### src/rtl/rde_pkg.sv
package rde_pkg;

  typedef enum logic [1:0] {
    OP_WRITE = 2'd0,
    OP_READ  = 2'd1,
    OP_RX    = 2'd2,
    OP_NONE  = 2'd3
  } op_t;

  typedef enum logic [1:0] {
    JOB_WRITE = 2'd0,
    JOB_READ  = 2'd1,
    JOB_CHECK = 2'd2
  } job_kind_t;

  localparam logic [1:0] REG_NODE_ADDRESS   = 2'd0;
  localparam logic [1:0] REG_SYNC_VALUE     = 2'd1;
  localparam logic [1:0] REG_WRITE_MARKER   = 2'd2;
  localparam logic [1:0] REG_MASTER_ADDRESS = 2'd3;

  localparam logic RES_TX    = 1'b0;
  localparam logic RES_REPLY = 1'b1;

  localparam logic [7:0] CRC_POLY = 8'h07;

  localparam logic [2:0] STEP_LAST_LONG  = 3'd7;
  localparam logic [2:0] STEP_LAST_SHORT = 3'd3;

  localparam logic [3:0] WINDOW_FULL = 4'd8;

  typedef struct packed {
    job_kind_t   kind;
    logic [63:0] data;
  } job_t;

  typedef struct packed {
    logic busy;
    logic armed;
  } back_status_t;

  function automatic logic [7:0] crc8_byte(input logic [7:0] crc_in, input logic [7:0] data);
    logic [7:0] c;
    logic       fb;
    c = crc_in;
    for (int b = 0; b < 8; b++) begin
      fb = c[7] ^ data[b];
      c  = {c[6:0], 1'b0} ^ (fb ? CRC_POLY : 8'h00);
    end
    return c;
  endfunction

endpackage

### src/rtl/rde_front.sv
module rde_front (
  input  logic              clk,
  input  logic              rst,
  input  logic              cfg_we,
  input  logic [1:0]        cfg_index,
  input  logic [7:0]        cfg_data,
  input  logic              req_valid,
  output logic              req_ready,
  input  logic [1:0]        opcode,
  input  logic [6:0]        reg_index,
  input  logic [31:0]       write_word,
  input  logic [7:0]        rx_byte,
  output logic              push,
  output rde_pkg::job_t     push_job,
  input  logic              q_full
);

  logic [7:0] node_address;
  logic [7:0] sync_value;
  logic [7:0] write_marker;
  logic [7:0] master_reply_address;

  logic [7:0] rx_window [8];
  logic [7:0] win_next  [8];
  logic [3:0] window_fill;
  logic [3:0] fill_next;
  logic [6:0] awaited_register;

  logic       accept;
  logic       hdr_ok;
  rde_pkg::op_t op;

  assign req_ready = !q_full;
  assign accept    = req_valid && req_ready;
  assign op        = rde_pkg::op_t'(opcode);

  always_comb begin
    for (int i = 0; i < 7; i++) begin
      win_next[i] = rx_window[i+1];
    end
    win_next[7] = rx_byte;
    fill_next   = (window_fill == rde_pkg::WINDOW_FULL) ? window_fill : window_fill + 4'd1;
    hdr_ok      = (fill_next == rde_pkg::WINDOW_FULL) &&
                  (win_next[0] == sync_value) &&
                  (win_next[1] == master_reply_address) &&
                  (win_next[2] == {1'b0, awaited_register});
  end

  always_comb begin
    push          = 1'b0;
    push_job.kind = rde_pkg::JOB_CHECK;
    push_job.data = {win_next[0], win_next[1], win_next[2], win_next[3],
                     win_next[4], win_next[5], win_next[6], win_next[7]};
    unique case (op)
      rde_pkg::OP_WRITE: begin
        push          = accept;
        push_job.kind = rde_pkg::JOB_WRITE;
        push_job.data = {sync_value, node_address, {1'b0, reg_index} | write_marker,
                         write_word, 8'h00};
      end
      rde_pkg::OP_READ: begin
        push          = accept;
        push_job.kind = rde_pkg::JOB_READ;
        push_job.data = {sync_value, node_address, {1'b0, reg_index}, 40'h0};
      end
      rde_pkg::OP_RX: begin
        push = accept && hdr_ok;
      end
      rde_pkg::OP_NONE: begin
        push = 1'b0;
      end
    endcase
  end

  always_ff @(posedge clk) begin
    if (rst) begin
      node_address         <= 8'd0;
      sync_value           <= 8'd5;
      write_marker         <= 8'd128;
      master_reply_address <= 8'd255;
    end else if (cfg_we) begin
      unique case (cfg_index)
        rde_pkg::REG_NODE_ADDRESS:   node_address         <= cfg_data;
        rde_pkg::REG_SYNC_VALUE:     sync_value           <= cfg_data;
        rde_pkg::REG_WRITE_MARKER:   write_marker         <= cfg_data;
        rde_pkg::REG_MASTER_ADDRESS: master_reply_address <= cfg_data;
      endcase
    end
  end

  always_ff @(posedge clk) begin
    if (rst) begin
      window_fill      <= 4'd0;
      awaited_register <= 7'd0;
    end else if (accept) begin
      if (op == rde_pkg::OP_READ) begin
        window_fill      <= 4'd0;
        awaited_register <= reg_index;
      end else if (op == rde_pkg::OP_RX) begin
        window_fill <= fill_next;
      end
    end
  end

  always_ff @(posedge clk) begin
    if (accept && op == rde_pkg::OP_RX) begin
      for (int i = 0; i < 8; i++) begin
        rx_window[i] <= win_next[i];
      end
    end
  end

endmodule

### src/rtl/rde_queue.sv
module rde_queue (
  input  logic          clk,
  input  logic          rst,
  input  logic          push,
  input  rde_pkg::job_t push_job,
  output logic          full,
  input  logic          pop,
  output logic          head_valid,
  output rde_pkg::job_t head_job
);

  rde_pkg::job_t slot [2];
  logic          wr_ptr;
  logic          rd_ptr;
  logic [1:0]    count;

  assign full       = (count == 2'd2);
  assign head_valid = (count != 2'd0);
  assign head_job   = slot[rd_ptr];

  always_ff @(posedge clk) begin
    if (rst) begin
      wr_ptr <= 1'b0;
      rd_ptr <= 1'b0;
      count  <= 2'd0;
    end else begin
      if (push) begin
        wr_ptr <= !wr_ptr;
      end
      if (pop) begin
        rd_ptr <= !rd_ptr;
      end
      if (push && !pop) begin
        count <= count + 2'd1;
      end else if (pop && !push) begin
        count <= count - 2'd1;
      end
    end
  end

  always_ff @(posedge clk) begin
    if (push) begin
      slot[wr_ptr] <= push_job;
    end
  end

endmodule

### src/rtl/rde_back.sv
module rde_back (
  input  logic                 clk,
  input  logic                 rst,
  input  logic                 head_valid,
  input  rde_pkg::job_t        head_job,
  output logic                 pop,
  output rde_pkg::back_status_t status,
  output logic                 rsp_valid,
  input  logic                 rsp_ready,
  output logic                 result_kind,
  output logic [7:0]           tx_byte,
  output logic [31:0]          reply_word,
  output logic                 last_of_run
);

  logic                busy;
  rde_pkg::job_kind_t  kind;
  logic [63:0]         data;
  logic [2:0]          step;
  logic [7:0]          crc;
  logic                armed;

  logic [63:0] data_sh;
  logic [7:0]  cur_byte;
  logic [2:0]  last_step;
  logic        is_tx;
  logic        match;
  logic        can_emit;
  logic        emit;
  logic        advance;
  logic        finish;

  assign status.busy  = busy;
  assign status.armed = armed;

  always_comb begin
    data_sh   = data << {step, 3'b000};
    cur_byte  = data_sh[63:56];
    last_step = (kind == rde_pkg::JOB_READ) ? rde_pkg::STEP_LAST_SHORT
                                            : rde_pkg::STEP_LAST_LONG;
    is_tx     = (kind != rde_pkg::JOB_CHECK);
    match     = armed && (crc == cur_byte);
    can_emit  = !rsp_valid || rsp_ready;
    if (is_tx) begin
      emit    = busy && can_emit;
      advance = busy && can_emit;
    end else begin
      emit    = busy && (step == rde_pkg::STEP_LAST_LONG) && match && can_emit;
      advance = busy && ((step != rde_pkg::STEP_LAST_LONG) || !match || can_emit);
    end
    finish = advance && (step == last_step);
    pop    = head_valid && (!busy || finish);
  end

  always_ff @(posedge clk) begin
    if (rst) begin
      busy  <= 1'b0;
      armed <= 1'b0;
    end else begin
      if (pop) begin
        busy <= 1'b1;
      end else if (finish) begin
        busy <= 1'b0;
      end
      if (pop && head_job.kind == rde_pkg::JOB_READ) begin
        armed <= 1'b1;
      end else if (finish && !is_tx && match) begin
        armed <= 1'b0;
      end
    end
  end

  always_ff @(posedge clk) begin
    if (pop) begin
      kind <= head_job.kind;
      data <= head_job.data;
      step <= 3'd0;
      crc  <= 8'h00;
    end else if (advance) begin
      step <= step + 3'd1;
      crc  <= rde_pkg::crc8_byte(crc, cur_byte);
    end
  end

  always_ff @(posedge clk) begin
    if (rst) begin
      rsp_valid <= 1'b0;
    end else if (emit) begin
      rsp_valid <= 1'b1;
    end else if (rsp_ready) begin
      rsp_valid <= 1'b0;
    end
  end

  always_ff @(posedge clk) begin
    if (emit) begin
      last_of_run <= (step == last_step);
      if (is_tx) begin
        result_kind <= rde_pkg::RES_TX;
        tx_byte     <= (step == last_step) ? crc : cur_byte;
        reply_word  <= 32'h0;
      end else begin
        result_kind <= rde_pkg::RES_REPLY;
        tx_byte     <= 8'h00;
        reply_word  <= data[39:8];
      end
    end
  end

endmodule

### src/rtl/uart_register_datagram_engine_unit.sv
// Master side of a single-wire UART register protocol with CRC-8 (poly 0x07, LSB first,
// init 0). A write item yields 8 transmit bytes, one per cycle unless the output stalls;
// a read item yields 4 transmit bytes and arms the reply search; a received byte is
// shifted into the 8-byte window, and when the window is full and its sync, address and
// register bytes match, the window goes through a check that recomputes the CRC one byte
// per cycle (a matching last byte waits for the output) and yields the reply word on a
// match. The front accepts one item per cycle while its 2-entry job queue has room;
// sustained rate is set by the byte-serial CRC and output stage in the back end, which
// starts a job only when done with the last; bytes that start no check are not queued.
module uart_register_datagram_engine_unit (
  input  logic        clk,
  input  logic        rst,
  input  logic        cfg_we,
  input  logic [1:0]  cfg_index,
  input  logic [7:0]  cfg_data,
  input  logic        req_valid,
  output logic        req_ready,
  input  logic [1:0]  opcode,
  input  logic [6:0]  reg_index,
  input  logic [31:0] write_word,
  input  logic [7:0]  rx_byte,
  output logic        rsp_valid,
  input  logic        rsp_ready,
  output logic        result_kind,
  output logic [7:0]  tx_byte,
  output logic [31:0] reply_word,
  output logic        last_of_run
);

  logic                  push;
  rde_pkg::job_t         push_job;
  logic                  q_full;
  logic                  pop;
  logic                  head_valid;
  rde_pkg::job_t         head_job;
  rde_pkg::back_status_t status;

  rde_front u_front (
    .clk        (clk),
    .rst        (rst),
    .cfg_we     (cfg_we),
    .cfg_index  (cfg_index),
    .cfg_data   (cfg_data),
    .req_valid  (req_valid),
    .req_ready  (req_ready),
    .opcode     (opcode),
    .reg_index  (reg_index),
    .write_word (write_word),
    .rx_byte    (rx_byte),
    .push       (push),
    .push_job   (push_job),
    .q_full     (q_full)
  );

  rde_queue u_queue (
    .clk        (clk),
    .rst        (rst),
    .push       (push),
    .push_job   (push_job),
    .full       (q_full),
    .pop        (pop),
    .head_valid (head_valid),
    .head_job   (head_job)
  );

  rde_back u_back (
    .clk         (clk),
    .rst         (rst),
    .head_valid  (head_valid),
    .head_job    (head_job),
    .pop         (pop),
    .status      (status),
    .rsp_valid   (rsp_valid),
    .rsp_ready   (rsp_ready),
    .result_kind (result_kind),
    .tx_byte     (tx_byte),
    .reply_word  (reply_word),
    .last_of_run (last_of_run)
  );

  a_reply_is_single: assert property (@(posedge clk) disable iff (rst)
    (rsp_valid && result_kind == rde_pkg::RES_REPLY) |-> (last_of_run && tx_byte == 8'h00))
    else $error("reply result not a single final item");

  a_tx_has_no_word: assert property (@(posedge clk) disable iff (rst)
    (rsp_valid && result_kind == rde_pkg::RES_TX) |-> (reply_word == 32'h0))
    else $error("transmit result carries a reply word");

  a_queue_drains: assert property (@(posedge clk) disable iff (rst)
    (head_valid && !status.busy) |=> status.busy)
    else $error("queued job not taken by idle back end");

  a_pop_needs_job: assert property (@(posedge clk) disable iff (rst)
    pop |-> head_valid)
    else $error("job taken from empty queue");

endmodule

### config.mk
export PLATFORM = sky130hd
export DESIGN_NAME = uart_register_datagram_engine_unit
export DESIGN_NICKNAME = d
export VERILOG_FILES = /design/src/rtl/rde_pkg.sv /design/src/rtl/rde_front.sv /design/src/rtl/rde_queue.sv /design/src/rtl/rde_back.sv /design/src/rtl/uart_register_datagram_engine_unit.sv
export SDC_FILE = /design/constraint.sdc
export NUM_CORES = 1
export LEC_CHECK = 0
export BUFFER_PORTS_ARGS = -buffer_cell sky130_fd_sc_hd__buf_4
export CAP_MARGIN = 5
export CORE_AREA = 2 2 215 175
export DETAILED_ROUTE_END_ITERATION = 12
export DIE_AREA = 0 0 217 177
export PLACE_DENSITY = 0.64
export SYNTH_ARGS = -nofsm -noshare
export SYNTH_HDL_FRONTEND = slang
export SYNTH_HIERARCHICAL = 1
export SYNTH_SLANG_ARGS = --single-unit
export TNS_END_PERCENT = 5
### constraint.sdc
create_clock -name clk -period 5.45 [get_ports clk]
set_input_delay 0.545 -clock clk [delete_from_list [all_inputs] [get_ports clk]]
set_output_delay 0.545 -clock clk [all_outputs]
set_load 0.01 [all_outputs]
Yosys cells after proc, flatten, opt, wreduce, memory -nomap -nowiden
Memories as Yosys holds them, arrays and structs flattened. A register that Yosys moved wholly into a read port is not among the register bits.
Index checks and enable logic that the tools add are counted.
{"block": "classes", "shifts": 1, "reduce_logical": 47, "n_addsub": 4, "bitwise": 17, "n_mux": 32, "eq_ne": 19}
{"operator": "case mux 66 bit (2 select lines)", "n": 1}
{"operator": "<< shifter 64 x 6 -> 64 bit", "n": 1}
{"operator": "bitwise XOR 8 bit", "n": 8}
{"operator": "two-way mux 3 bit", "n": 9}
{"operator": "equality test 8 bit", "n": 3}
{"operator": "logical AND 1 bit", "n": 19}
{"operator": "two-way mux 1 bit", "n": 15}
{"operator": "two-way mux 4 bit", "n": 3}
{"operator": "AND reduction 2 bit", "n": 6}
{"operator": "nonzero test 2 bit", "n": 6}
{"operator": "equality test 2 bit, second input constant", "n": 5}
{"operator": "logical NOT 1 bit", "n": 9}
{"operator": "equality test 2 x 1 -> 1 bit, second input constant", "n": 4}
{"operator": "equality test 4 bit, second input constant", "n": 2}
{"operator": "equality test 8 x 7 -> 1 bit", "n": 1}
{"operator": "two-way mux 8 bit", "n": 1}
{"operator": "bitwise OR 7 x 8 -> 8 bit", "n": 1}
{"operator": "bitwise XOR 1 bit", "n": 8}
{"operator": "adder 4 x 1 -> 4 bit, second input constant", "n": 1}
{"operator": "logical NOT 2 bit", "n": 2}
{"operator": "logical OR 1 bit", "n": 4}
{"operator": "two-way mux 2 bit", "n": 2}
{"operator": "adder 3 x 1 -> 3 bit, second input constant", "n": 1}
{"operator": "equality test 3 bit", "n": 1}
{"operator": "7 further kinds", "n": 7}
{"block": "word_totals", "memories": 2, "output_inout_bits": 44, "input_bits": 64, "register_bits": 169, "wordCells": 142, "ram_bits": 196}
{"name": "u_queue.slot", "depth": 2, "word_bits": 66, "read_ports": 1, "rd_ports_with_merged_regs": 1, "wr": 1, "line": "rde_queue.sv:12", "rtl": "rde_pkg::job_t slot [2];"}
{"name": "u_front.rx_window", "depth": 8, "word_bits": 8, "read_ports": 7, "rd_ports_with_merged_regs": 0, "wr": 8, "line": "rde_front.sv:23", "rtl": "logic [7:0] rx_window [8];"}

Logic depth before layout (Yosys ltp)
Gate-level depths: netlist of the first run.
{"block": "depth", "ltp_word": 25, "mapped_depth": 16, "ltp_nobuf": 12}

Hierarchy
Netlist of the first run, hierarchy kept.
{"module": "rde_back", "cells_each": 328, "n_inst": 1, "seq_area_each_um2": 3523.4, "area_per_inst_um2": 5228.8}
{"module": "rde_queue", "cells_each": 227, "n_inst": 1, "seq_area_each_um2": 4063.9, "area_per_inst_um2": 4983.5}
{"module": "rde_front", "cells_each": 432, "n_inst": 1, "seq_area_each_um2": 2542.4, "area_per_inst_um2": 4521.8}

Least setup slack after synthesis of the first run
Ideal clock, no wire load.
{"block": "synth_timing", "path_type": "register to register", "start": "register u_front.window_fill[0]", "end": "memory u_queue/slot[0][0] (netlist bit) (enable)", "period_less_slack_ps": 4898, "setup_time_ps": 498, "t_arrival_ps": 4399, "path_stages_with_launch": 8, "path_slack_ps": 552, "required_time_ps": 4952, "path_cell_list": "dfxtp_1 ha_1 nor2b_1 a21o_1 nor4_2 nand4_1 o21ai_1 nor2b_1"}
{"block": "synth_between", "elab_chain_cells": 10}
{"item": "from (decl)", "line": "rde_front.sv:25", "rtl": "logic [3:0] window_fill;"}
{"item": "from (signal assigned)", "line": "rde_front.sv:100", "rtl": "window_fill <= fill_next;"}
{"item": "adder 4 x 1 -> 4 bit / equality test 4 bit (equally long branches)", "line": "rde_front.sv:42", "rtl": "fill_next = (window_fill == rde_pkg::WINDOW_FULL) ? window_fill : window_fill + 4'd1;"}
{"item": "two-way mux 4 bit *", "line": "rde_front.sv:42"}
{"item": "equality test 4 bit *", "line": "rde_front.sv:43", "rtl": "hdr_ok = (fill_next == rde_pkg::WINDOW_FULL) &&"}
{"item": "logical AND 1 bit *", "line": "rde_front.sv:43"}
{"item": "logical AND 1 bit *", "line": "rde_front.sv:44", "rtl": "(win_next[0] == sync_value) &&"}
{"item": "logical AND 1 bit *", "line": "rde_front.sv:45", "rtl": "(win_next[1] == master_reply_address) &&"}
{"item": "logical AND 1 bit *", "line": "rde_front.sv:67", "rtl": "push = accept && hdr_ok;"}
{"item": "case mux 1 bit (3 select lines) *", "line": "rde_front.sv:54", "rtl": "unique case (op)"}
{"item": "net push", "line": "uart_register_datagram_engine_unit.sv:30", "rtl": "logic push;"}
{"item": "two-way mux 1 bit *", "line": "rde_queue.sv:42", "rtl": "if (push) begin"}
{"item": "two-way mux 1 bit (not written as such) *", "line": "rde_queue.sv:43", "rtl": "slot[wr_ptr] <= push_job;"}
{"item": "to (decl)", "line": "rde_queue.sv:12"}
Mark *: on every way through the listed nets, which the timed path passes. The rest lies on a longest branch.

Final worst setup path of the first run
{"block": "layout_timing", "start": "register u_back.step[0]", "end": "register u_queue.count[1]"}
{"block": "layout_between", "elab_chain_cells": 14}
{"item": "from (decl)", "line": "rde_back.sv:19", "rtl": "logic [2:0] step;"}
{"item": "from (signal assigned)", "line": "rde_back.sv:80", "rtl": "step <= step + 3'd1;"}
{"item": "<< shifter 64 x 6 -> 64 bit", "line": "rde_back.sv:37", "rtl": "data_sh = data << {step, 3'b000};"}
{"item": "equality test 8 bit", "line": "rde_back.sv:42", "rtl": "match = armed && (crc == cur_byte);"}
{"item": "logical AND 1 bit", "line": "rde_back.sv:42"}
{"item": "logical NOT 1 bit", "line": "rde_back.sv:49", "rtl": "advance = busy && ((step != rde_pkg::STEP_LAST_LONG) || !match || can_emit);"}
{"item": "logical OR 1 bit (2 in series)", "line": "rde_back.sv:49"}
{"item": "logical AND 1 bit", "line": "rde_back.sv:49"}
{"item": "two-way mux 1 bit", "line": "rde_back.sv:44", "rtl": "if (is_tx) begin"}
{"item": "logical AND 1 bit *", "line": "rde_back.sv:51", "rtl": "finish = advance && (step == last_step);"}
{"item": "logical OR 1 bit *", "line": "rde_back.sv:52", "rtl": "pop = head_valid && (!busy || finish);"}
{"item": "logical AND 1 bit *", "line": "rde_back.sv:52"}
{"item": "net pop", "line": "uart_register_datagram_engine_unit.sv:33", "rtl": "logic pop;"}
{"item": "logical NOT 1 bit", "line": "rde_queue.sv:33", "rtl": "if (push && !pop) begin"}
{"item": "logical AND 1 bit", "line": "rde_queue.sv:33"}
{"item": "two-way mux 2 bit / nonzero test 2 bit (equally long branches)"}
{"item": "to (signal assigned)", "line": "rde_queue.sv:34", "rtl": "count <= count + 2'd1;"}
{"item": "to (signal assigned)", "line": "rde_queue.sv:36", "rtl": "count <= count - 2'd1;"}
{"item": "to (decl)", "line": "rde_queue.sv:15", "rtl": "logic [1:0] count;"}
Marks and branches as above.
A chain may end at the register's enable or synchronous reset.

==> run_results.csv, run 1 <==
group,metric,value,unit
outcome,status,"finished clean",
timing,finClkSkew,0.0205,ns
pwr,ir_drop,0.259,mV
placed_design,place_congestion,0.844,
finish,stdcell_area,0.0171,mm²
grt,track_usage,0.165,
floorplan,dieHeight,177,µm
clock_tree,root_buffer,"clkbuf_16",
detailed_routing,drt_first_pass_iters,5,
yosys,synthCells,985,
placed_design,placed_area,0.0159,mm²
finish,nNetsFinal,1169,
finish,drive_above_1_share,0.237,
pwr,p_per_area,516,mW/mm²
grt,antenna_found_initial,0,
detailed_routing,vias,8161,
worst_setup_path,crit_path_start_kind,"flip-flop",
timing,rsz0062_at_grt,"false",
timing,max_freq,231,MHz
finish,fill_cells,3196,
clock_tree,clock_latency,0.52,ns
detailed_routing,dr_wl_met3,1.65,mm
worst_setup_path,worstPathRequired,5.89,ns
detailed_routing,dr.max_layer_used,"met4",
detailed_routing,drc,0,
floorplan,core_region_area,0.0364,mm²
yosys,syn_area_per_cell,14.9,µm²
grt,overflow,0,
floorplan,rows,63,
worst_setup_path,crit_chain,"buf_4 -> mux2i_1 -> a22o_1 -> or3_1 -> nand4_1 -> nor4_4 -> a311oi_1 -> o21a_4 -> inv_1 -> ha_1 -> or3_1 -> a21oi_1",
clock_tree,htree_levels,2,
detailed_routing,route.met2.wl,14.4,mm
timing,worstMarginPinSlew,0.984,ns
worst_setup_path,r2r-end,"u_queue/count[1]",
timing,slew_headroom,0.344,
detailed_routing,ant_nets,0,
timing,post-route-min-period,4.33,ns
detailed_routing,wl,32.0,mm
worst_setup_path,crit_type,"reg -> reg",
detailed_routing,drt_iter0_markers,585,
floorplan,start_util,0.404,
worst_setup_path,crit_arrival,4.77,ns
timing,setup_violations,0,
clock_tree,ctsResizeCount,0,
timing,post-route-period-util,0.795,
worst_setup_path,slowest_stage,"dfxtp_1",
worst_hold_path,min_delay_path_depth,1,
placed_design,dp_slack,1.10,ns
grt,grt_pass1_wl,48.0,mm
yosys,syn_area,0.0147,mm²
clock_tree,path_clk_slew,0.06,ns
finish,diodes,0,
pwr,p_leak,6.17,nW
timing,fin_ws,1.12,ns
yosys,synth_nets,1058,
clock_tree,cts_num_sinks,358,
worst_setup_path,ff2ff_path_depth,12,
timing,setup_tns,0,ns
placed_design,hpwlAfterDp,21.6,mm
worst_hold_path,hp-start,"rx_byte[4]",
timing,fin_hold_ws,0.214,ns
pwr,finalPower,8.82,mW
run,cap_viol_max_count,0,
finish,area.growth.synth_to_final,16.1,%
grt,grt_max_degree,67,
clock_tree,cts_tree,"built",
worst_setup_path,reg2reg_slack,1.12,ns
yosys,yosysWarnings,6,
worst_hold_path,hold_end,"u_front/rx_window[1][28]",
placed_design,portBuffers,107,
clock_tree,cts_made_buffers,37,
detailed_routing,wl_met1,15.4,mm
timing,hold_viol,0,
worst_hold_path,hp-class,"in -> reg",
detailed_routing,wl_per_cell,19.8,µm
floorplan,die_x,217,µm
worst_setup_path,slowest_delay,0.96,ns
clock_tree,hold_buffers,0,
worst_setup_path,rr_startpoint,"u_back/step[0]",
worst_setup_path,cp-end-kind,"flip-flop",
floorplan,die_area,0.0384,mm²
timing,finalMaxSlewViolations,0,
floorplan,io_pins,108,
clock_tree,clockBufferDepth,3,
detailed_routing,viasPerCell,5.07,
worst_setup_path,cp_max_fo,49,
clock_tree,post_cts_buffers,0,
grt,grt_pass1_vias,8000,
worst_setup_path,crit_top_cell,"or3_1",
==> placed cells by master (no fill, tap or decap), drive strengths merged, types with 10 or more instances in the layout <==
| cell type | n |
|---|---|
| a211oi | 10 |
| a21oi | 32 |
| a22o | 32 |
| and2 | 44 |
| buf | 119 |
| clkbuf | 49 |
| clkinv | 12 |
| dfxtp | 62 |
| edfxtp | 296 |
| inv | 23 |
| mux2 | 67 |
| mux2i | 38 |
| nand2 | 109 |
| nand3 | 13 |
| nand3b | 11 |
| nor2 | 45 |
| o21ai | 15 |
| xnor2 | 35 |
| xor2 | 17 |
==> flip-flops by register name (all words and copies together) (netlist names), 3 cells and up, named ones only <==
register and cells:
u_queue/slot 132, u_back/data 64, u_front/rx_window 56, u_back/reply_word 32, u_back/crc 8, u_back/tx_byte 8
u_front/master_reply_address 8, u_front/node_address 8, u_front/sync_value 8, u_front/write_marker 8, u_front/awaited_register 7, u_front/window_fill 4
u_back/step 3
==> final cells by class <==
| type | instances | area [µm²] | area share |
|---|---|---|---|
| sequential | 358 | 10100 | 0.593 |
| multi-input combinational | 560 | 4210 | 0.246 |
| clock buffer | 49 | 971 | 0.0568 |
| timing repair buffer | 119 | 938 | 0.0549 |
| tap | 487 | 609 | 0.0357 |
| clock inverter | 18 | 151 | 0.00886 |
| inverter | 20 | 80.1 | 0.00469 |
==> how the worst max path moves through the flow <==
stage	startpoint	endpoint	cells after the start
floorplan	u_front/window_fill[0]	u_queue/slot[0][0]	7
global placement	u_back/step[0]	u_queue/count[1]	12
detailed placement	u_back/step[0]	u_queue/count[1]	12
CTS	u_back/step[0]	u_queue/count[1]	12
global route	u_back/step[0]	u_queue/count[1]	13
finish	u_back/step[0]	u_queue/count[1]	12
==> power breakdown <==
group	switching, mW	internal (mW)	leakage (nW)
logic	1.29	1.17	2.36
registers	0.335	3.65	3.27
clock network	1.01	1.36	0.541
total	2.64	6.18	6.17
==> layer usage <==
layer	track usage	vias to the layer above
met2	0.251	210
met5	0	-
met4	0.0351	0
met1	0.248	4083
met3	0.0280	36
li1	-	3832
==> critical path: cells and delay by family (launching register included) <==
family	cells	cell delay [ns]
mux	1	0.10
flops	1	0.96
fa+ha+maj	1	0.34
simple gates	4	0.95
compound gates	4	1.46
buf+inv	2	0.46
==> through the flow <==
| stage | instances | utilization |
|---|---|---|
| CTS | 1610 | 0.469 |
| detailed placement | 1543 | 0.438 |
| global route | 1611 | 0.469 |
| floorplan | 985 | - |
| finish | 1611 | 0.469 |
| global placement | 1543 | 0.438 |
Power figures use the tool's default switching activity.
==> run 2: changes to the inputs <==
==> constraint.sdc (replaced) <==
create_clock -name clk -period 4.3 [get_ports clk]
set_input_delay 0.43 -clock clk [delete_from_list [all_inputs] [get_ports clk]]
set_output_delay 0.43 -clock clk [all_outputs]
set_load 0.01 [all_outputs]
==> run 2 against run 1 <==
- global-route usage increased by 0.089 points
- die area stayed put
- sequential cell count unchanged
- via count up 0.12%
- first-iteration DRC count grew 1.2%
- setup slack lost 0.69 ns
- cell area up 1.1%
- register-to-register slack lost 0.69 ns
- sequential share of layout area decreased by 0.64 points
- final cell count grew 0.25%
- count of clock-buffer cells in the layout is 5 lower
- sequential power increased by 26%
==> run_results.csv, run 2 (synthesized netlist as in run 1, its figures left out) <==
group,metric,value,unit
outcome,status,"finished clean",
timing,worstMarginPinSlew,1.06,ns
detailed_routing,ant_nets,0,
worst_setup_path,path_buf_inv,2,
worst_setup_path,critPathTopFamily,"buffers and inverters",
finish,largest_register,"u_queue/slot",
clock_tree,root_buffer,"clkbuf_16",
finish,biggestRegsByFlops,"u_queue/slot x132, u_back/data x64, u_front/rx_window x56",
run,cap_viol_max_count,0,
detailed_routing,drt_first_pass_iters,5,
timing,rsz0062_at_grt,"false",
pwr,switching_share,0.293,
floorplan,core_region_area,0.0364,mm²
timing,setup_tns,0,ns
clock_tree,cts_made_buffers,37,
worst_hold_path,hold_end,"u_front/rx_window[1][24]",
grt,antenna_found_initial,0,
detailed_routing,wl,31.7,mm
worst_setup_path,ff2ff_path_depth,9,
worst_hold_path,hp-class,"in -> reg",
worst_setup_path,slowest_stage,"buf_4",
placed_design,hpwlAfterDp,20.8,mm
clock_tree,ctsResizeCount,0,
grt,overflow,0,
finish,largest_reg_flops,132,
detailed_routing,viasPerCell,5.06,
clock_tree,path_clk_slew,0.06,ns
detailed_routing,drt_iter0_markers,592,
worst_setup_path,crit_path_start_kind,"flip-flop",
grt,track_usage,0.166,
placed_design,placed_area,0.0160,mm²
worst_setup_path,r2r-end,"u_back/data[10]",
finish,nNetsFinal,1172,
floorplan,io_pins,108,
grt,grt_max_degree,80,
finish,drive_above_1_share,0.245,
placed_design,place_congestion,0.819,
finish,fin_util,0.474,
worst_setup_path,worstPathRequired,4.46,ns
timing,fin_hold_ws,0.0738,ns
timing,post-route-min-period,3.87,ns
worst_hold_path,hp-start,"rx_byte[0]",
detailed_routing,dr_wl_met3,1.74,mm
worst_setup_path,reg2reg_slack,0.43,ns
finish,area.growth.synth_to_final,17.4,%
floorplan,start_util,0.404,
floorplan,die_x,217,µm
timing,setup_violations,0,
detailed_routing,dr.max_layer_used,"met4",
finish,multi_input_area,0.00421,mm²
worst_hold_path,min_delay_path_depth,1,
pwr,power.internal,8.17,mW
pwr,clkPwrFrac,0.293,
worst_setup_path,crit_chain,"buf_4 -> mux2i_1 -> a22o_1 -> or3_1 -> nand4b_1 -> nor4_4 -> a311oi_1 -> o21a_4 -> buf_4",
detailed_routing,wl_met1,14.8,mm
finish,final_common_cell,"edfxtp_1",
worst_setup_path,cp_max_fo,79,
detailed_routing,vias,8171,
timing,slew_headroom,0.296,
worst_setup_path,crit_type,"reg -> reg",
clock_tree,hold_buffers,0,
pwr,p_leak,6.26,nW
timing,max_freq,258,MHz
timing,finalMaxSlewViolations,0,
finish,regArea,0.0101,mm²
worst_setup_path,cp-end-kind,"flip-flop",
floorplan,dieHeight,177,µm
clock_tree,htree_levels,2,
worst_setup_path,crit_arrival,4.03,ns
timing,post-route-period-util,0.901,
pwr,p_comb_frac,0.271,
clock_tree,post_cts_buffers,0,
pwr,p_sw,3.38,mW
timing,hold_viol,0,
timing,finClkSkew,0.0208,ns
worst_setup_path,rr_startpoint,"u_back/step[0]",
pwr,sequentialPowerShare,0.436,
detailed_routing,route.met2.wl,14.5,mm
clock_tree,clock_latency,0.54,ns
finish,stdcell_area,0.0173,mm²
placed_design,portBuffers,107,
grt,grt_pass1_wl,47.9,mm
detailed_routing,drc,0,
worst_setup_path,slowest_delay,0.74,ns
grt,grt_pass1_vias,8184,
detailed_routing,wl_per_cell,19.6,µm
finish,fill_cells,3194,
clock_tree,cts_num_sinks,358,
finish,diodes,0,
pwr,ir_drop,0.399,mV
floorplan,die_area,0.0384,mm²
clock_tree,clockBufferDepth,3,
clock_tree,cts_tree,"built",
floorplan,rows,63,
worst_setup_path,crit_top_cell,"buf_4",
finish,final_cell_mix,"edfxtp_1, buf_4, nand2_1, mux2_2, dfxtp_1",
pwr,p_per_area,668,mW/mm²
[run 2: layer usage]
layer | vias to the layer above | GRT usage
met5 | - | 0
met4 | 0 | 0.0457
met3 | 45 | 0.0321
met2 | 215 | 0.259
met1 | 4065 | 0.236
li1 | 3846 | -
[run 2: power by group through the flow]
stage	clock network (mW)	registers [mW]	logic [mW]
after global routing	3.58	5.10	3.41
after detailed placement	0	5.11	3.13
after global placement	0	5.11	3.11
after CTS	3.46	5.04	3.15
final	3.39	5.03	3.13
after floorplan	0	4.92	2.38
[run 2: worst max path at each step]
stage / start / endpoint / slack [ns] / cells after the start
final: u_back/step[0] / u_back/data[10] / 0.43 / 9
after floorplan: u_back/step[0] / u_back/last_of_run / -0.12 / 10
after global routing: u_back/step[0] / flip-flop / 0.18 / 11
after global placement: u_back/step[0] / flip-flop / 0.47 / 11
after detailed placement: u_back/step[0] / u_queue/rd_ptr / 0.38 / 11
after CTS: u_back/step[0] / flip-flop / 0.38 / 11
[run 2: area by class of cell]
cell class / instances / area share
flip-flops and latches: 358 / 0.586
multi-input cells: 560 / 0.244
clock buffers: 44 / 0.0563
repair buffers: 122 / 0.0552
well taps: 487 / 0.0353
clock inverters: 24 / 0.0185
inverters: 20 / 0.00463
[run 2: metrics by stage]
stage	worst slack [ns]	power, mW	instances
after floorplan	-0.116	7.30	985
after global placement	0.473	8.23	1547
after detailed placement	0.375	8.24	1547
after CTS	0.380	11.7	1615
after global routing	0.176	12.1	1615
final	0.425	11.5	1615
==> run 3: changes to the inputs <==
--- a/config.mk
+++ b/config.mk
@@ -7,10 +7,10 @@
 export LEC_CHECK = 0
 export BUFFER_PORTS_ARGS = -buffer_cell sky130_fd_sc_hd__buf_4
 export CAP_MARGIN = 5
-export CORE_AREA = 2 2 215 175
+export CORE_AREA = 2 2 195 197
 export DETAILED_ROUTE_END_ITERATION = 12
-export DIE_AREA = 0 0 217 177
-export PLACE_DENSITY = 0.64
+export DIE_AREA = 0 0 197 199
+export PLACE_DENSITY = 0.63
 export SYNTH_ARGS = -nofsm -noshare
 export SYNTH_HDL_FRONTEND = slang
 export SYNTH_HIERARCHICAL = 1
==> run 3 against run 2 <==
- sequential share of layout area rose by 0.31 points
- cell area decreased by 0.52%
- register-to-register slack gained 0.03 ns
- critical endpoint is now u_queue/count[1]
==> run_results.csv, run 3 (synthesized netlist as in run 1, its figures left out) <==
group,metric,value,unit
timing,hold_viol,0,
finish,final_cell_mix,"edfxtp_1, buf_4, nand2_1, mux2_2, dfxtp_1",
clock_tree,hold_buffers,0,
worst_setup_path,cp_max_fo,11,
worst_hold_path,hp-start,"rx_byte[2]",
clock_tree,cts_tree,"built",
finish,biggestRegsByFlops,"u_queue/slot x132, u_back/data x64, u_front/rx_window x56",
grt,grt_max_degree,80,
floorplan,die_area,0.0392,mm²
worst_setup_path,r2r-end,"u_queue/count[1]",
grt,grtUsageMet2,0.262,
floorplan,rows,71,
clock_tree,clockBufferDepth,3,
worst_setup_path,crit_type,"reg -> reg",
worst_setup_path,rr_startpoint,"u_back/step[0]",
finish,fin_util,0.463,
worst_hold_path,hold_end,"u_front/rx_window[1][26]",
pwr,ir_drop,0.342,mV
timing,rsz0062_at_grt,"false",
detailed_routing,viasPerCell,5.05,
grt,gr-usage-met1,0.229,
finish,fill_cells,3278,
worst_setup_path,ff2ff_path_depth,11,
finish,largest_reg_flops,132,
worst_setup_path,crit_arrival,4.29,ns
grt,grt_pass1_vias,7979,
placed_design,hpwlAfterDp,21.5,mm
floorplan,start_util,0.396,
timing,post-route-period-util,0.895,
timing,finalMaxSlewViolations,0,
grt,grt_busiest_layer,"met2",
detailed_routing,drt_first_pass_iters,5,
grt,antenna_found_initial,0,
finish,area.growth.synth_to_final,16.8,%
timing,fin_hold_ws,0.0833,ns
run,cap_viol_max_count,0,
finish,nNetsFinal,1173,
floorplan,dieHeight,199,µm
outcome,status,"finished clean",
grt,grt_pass1_wl,47.6,mm
timing,worstMarginPinSlew,0.884,ns
timing,max_freq,260,MHz
finish,largest_register,"u_queue/slot",
placed_design,portBuffers,107,
floorplan,io_pins,108,
clock_tree,ctsResizeCount,0,
placed_design,place_congestion,0.827,
worst_hold_path,min_delay_path_depth,1,
worst_setup_path,crit_path_start_kind,"flip-flop",
worst_setup_path,slowest_delay,0.75,ns
worst_setup_path,crit_chain,"mux4_2 -> mux2i_4 -> xor2_1 -> nand2_1 -> nor4_4 -> a311oi_1 -> o21a_4 -> inv_1 -> ha_1 -> or3_1 -> a21oi_1",
clock_tree,cts_made_buffers,38,
detailed_routing,vias,8095,
clock_tree,root_buffer,"clkbuf_16",
worst_setup_path,worstPathRequired,4.74,ns
worst_setup_path,cp-end-kind,"flip-flop",
floorplan,core_region_area,0.0371,mm²
timing,setup_violations,0,
clock_tree,post_cts_buffers,0,
finish,final_common_cell,"edfxtp_1",
timing,slew_headroom,0.411,
grt,track_usage,0.162,
worst_hold_path,hp-class,"in -> reg",
detailed_routing,drt_iter0_markers,610,
clock_tree,cts_num_sinks,358,
finish,drive_above_1_share,0.245,
floorplan,die_x,197,µm
timing,post-route-min-period,3.85,ns
worst_setup_path,slowest_stage,"dfxtp_1",
clock_tree,path_clk_slew,0.06,ns
grt,overflow,0,
pwr,p_leak,6.22,nW
finish,diodes,0,
detailed_routing,drc,0,
timing,finClkSkew,0.0285,ns
clock_tree,htree_levels,2,
worst_setup_path,reg2reg_slack,0.45,ns
detailed_routing,wl_per_cell,19.6,µm
pwr,p_per_area,657,mW/mm²
clock_tree,clock_latency,0.53,ns
detailed_routing,wl,31.5,mm
grt,gr-usage-met3,0.0215,
detailed_routing,ant_nets,0,
-- run 3: per-stage QoR --
step	TNS (ns)	power [mW]	setup slack, ns	instances	area [µm²]
2_1_floorplan	-4.89	7.30	-0.116	985	14700
3_3_place_gp	0	8.20	0.611	1534	16000
3_5_place_dp	0	8.24	0.524	1534	16000
4_1_cts	0	11.4	0.470	1604	17200
5_1_grt	0	11.8	0.166	1604	17200
6_report	0	11.3	0.452	1604	17200
-- run 3: power by group --
| group | leakage, nW | internal, mW | switching [mW] | total (mW) |
|---|---|---|---|---|
| sequential | 3.27 | 4.62 | 0.423 | 5.05 |
| clock | 0.580 | 1.79 | 1.34 | 3.14 |
| combinational | 2.37 | 1.50 | 1.60 | 3.10 |
-- run 3: layout make-up --
type,instances,area (µm²),share of cell area
well taps,474,593,0.0345
clock buffers,46,991,0.0577
inverters,20,80.1,0.00466
repair buffers,122,953,0.0555
multi-input cells,560,4210,0.245
clock inverters,24,228,0.0132
flip-flops and latches,358,10100,0.589
-- run 3: how the worst max path moves through the flow --
stage | startpoint | endpoint | slack, ns | depth (start not counted)
3_3_place_gp | u_back/step[0] | u_queue/count[1] | 0.61 | 11
2_1_floorplan | u_back/step[0] | u_back/last_of_run | -0.12 | 10
4_1_cts | u_back/step[0] | u_queue/count[1] | 0.47 | 11
6_report | u_back/step[0] | u_queue/count[1] | 0.45 | 11
5_1_grt | u_back/step[0] | u_queue/count[1] | 0.17 | 11
3_5_place_dp | u_back/step[0] | u_back/reply_word[26] | 0.52 | 9
-- run 3: critical path: cells and delay by family (launching register included) --
kind / cells / cell delay, ns
xor+xnor: 1 / 0.19
mux: 2 / 0.88
flops: 1 / 0.75
simple gates: 3 / 1.00
buf+inv: 1 / 0.06
fa+ha+maj: 1 / 0.25
compound gates: 3 / 0.63
-- run 3: routing by layer --
layer / wire length (µm) / up-vias
met5: 0 / -
met4: 580 / 0
met3: 1410 / 35
met2: 14900 / 216
met1: 14600 / 3995
li1: - / 3849
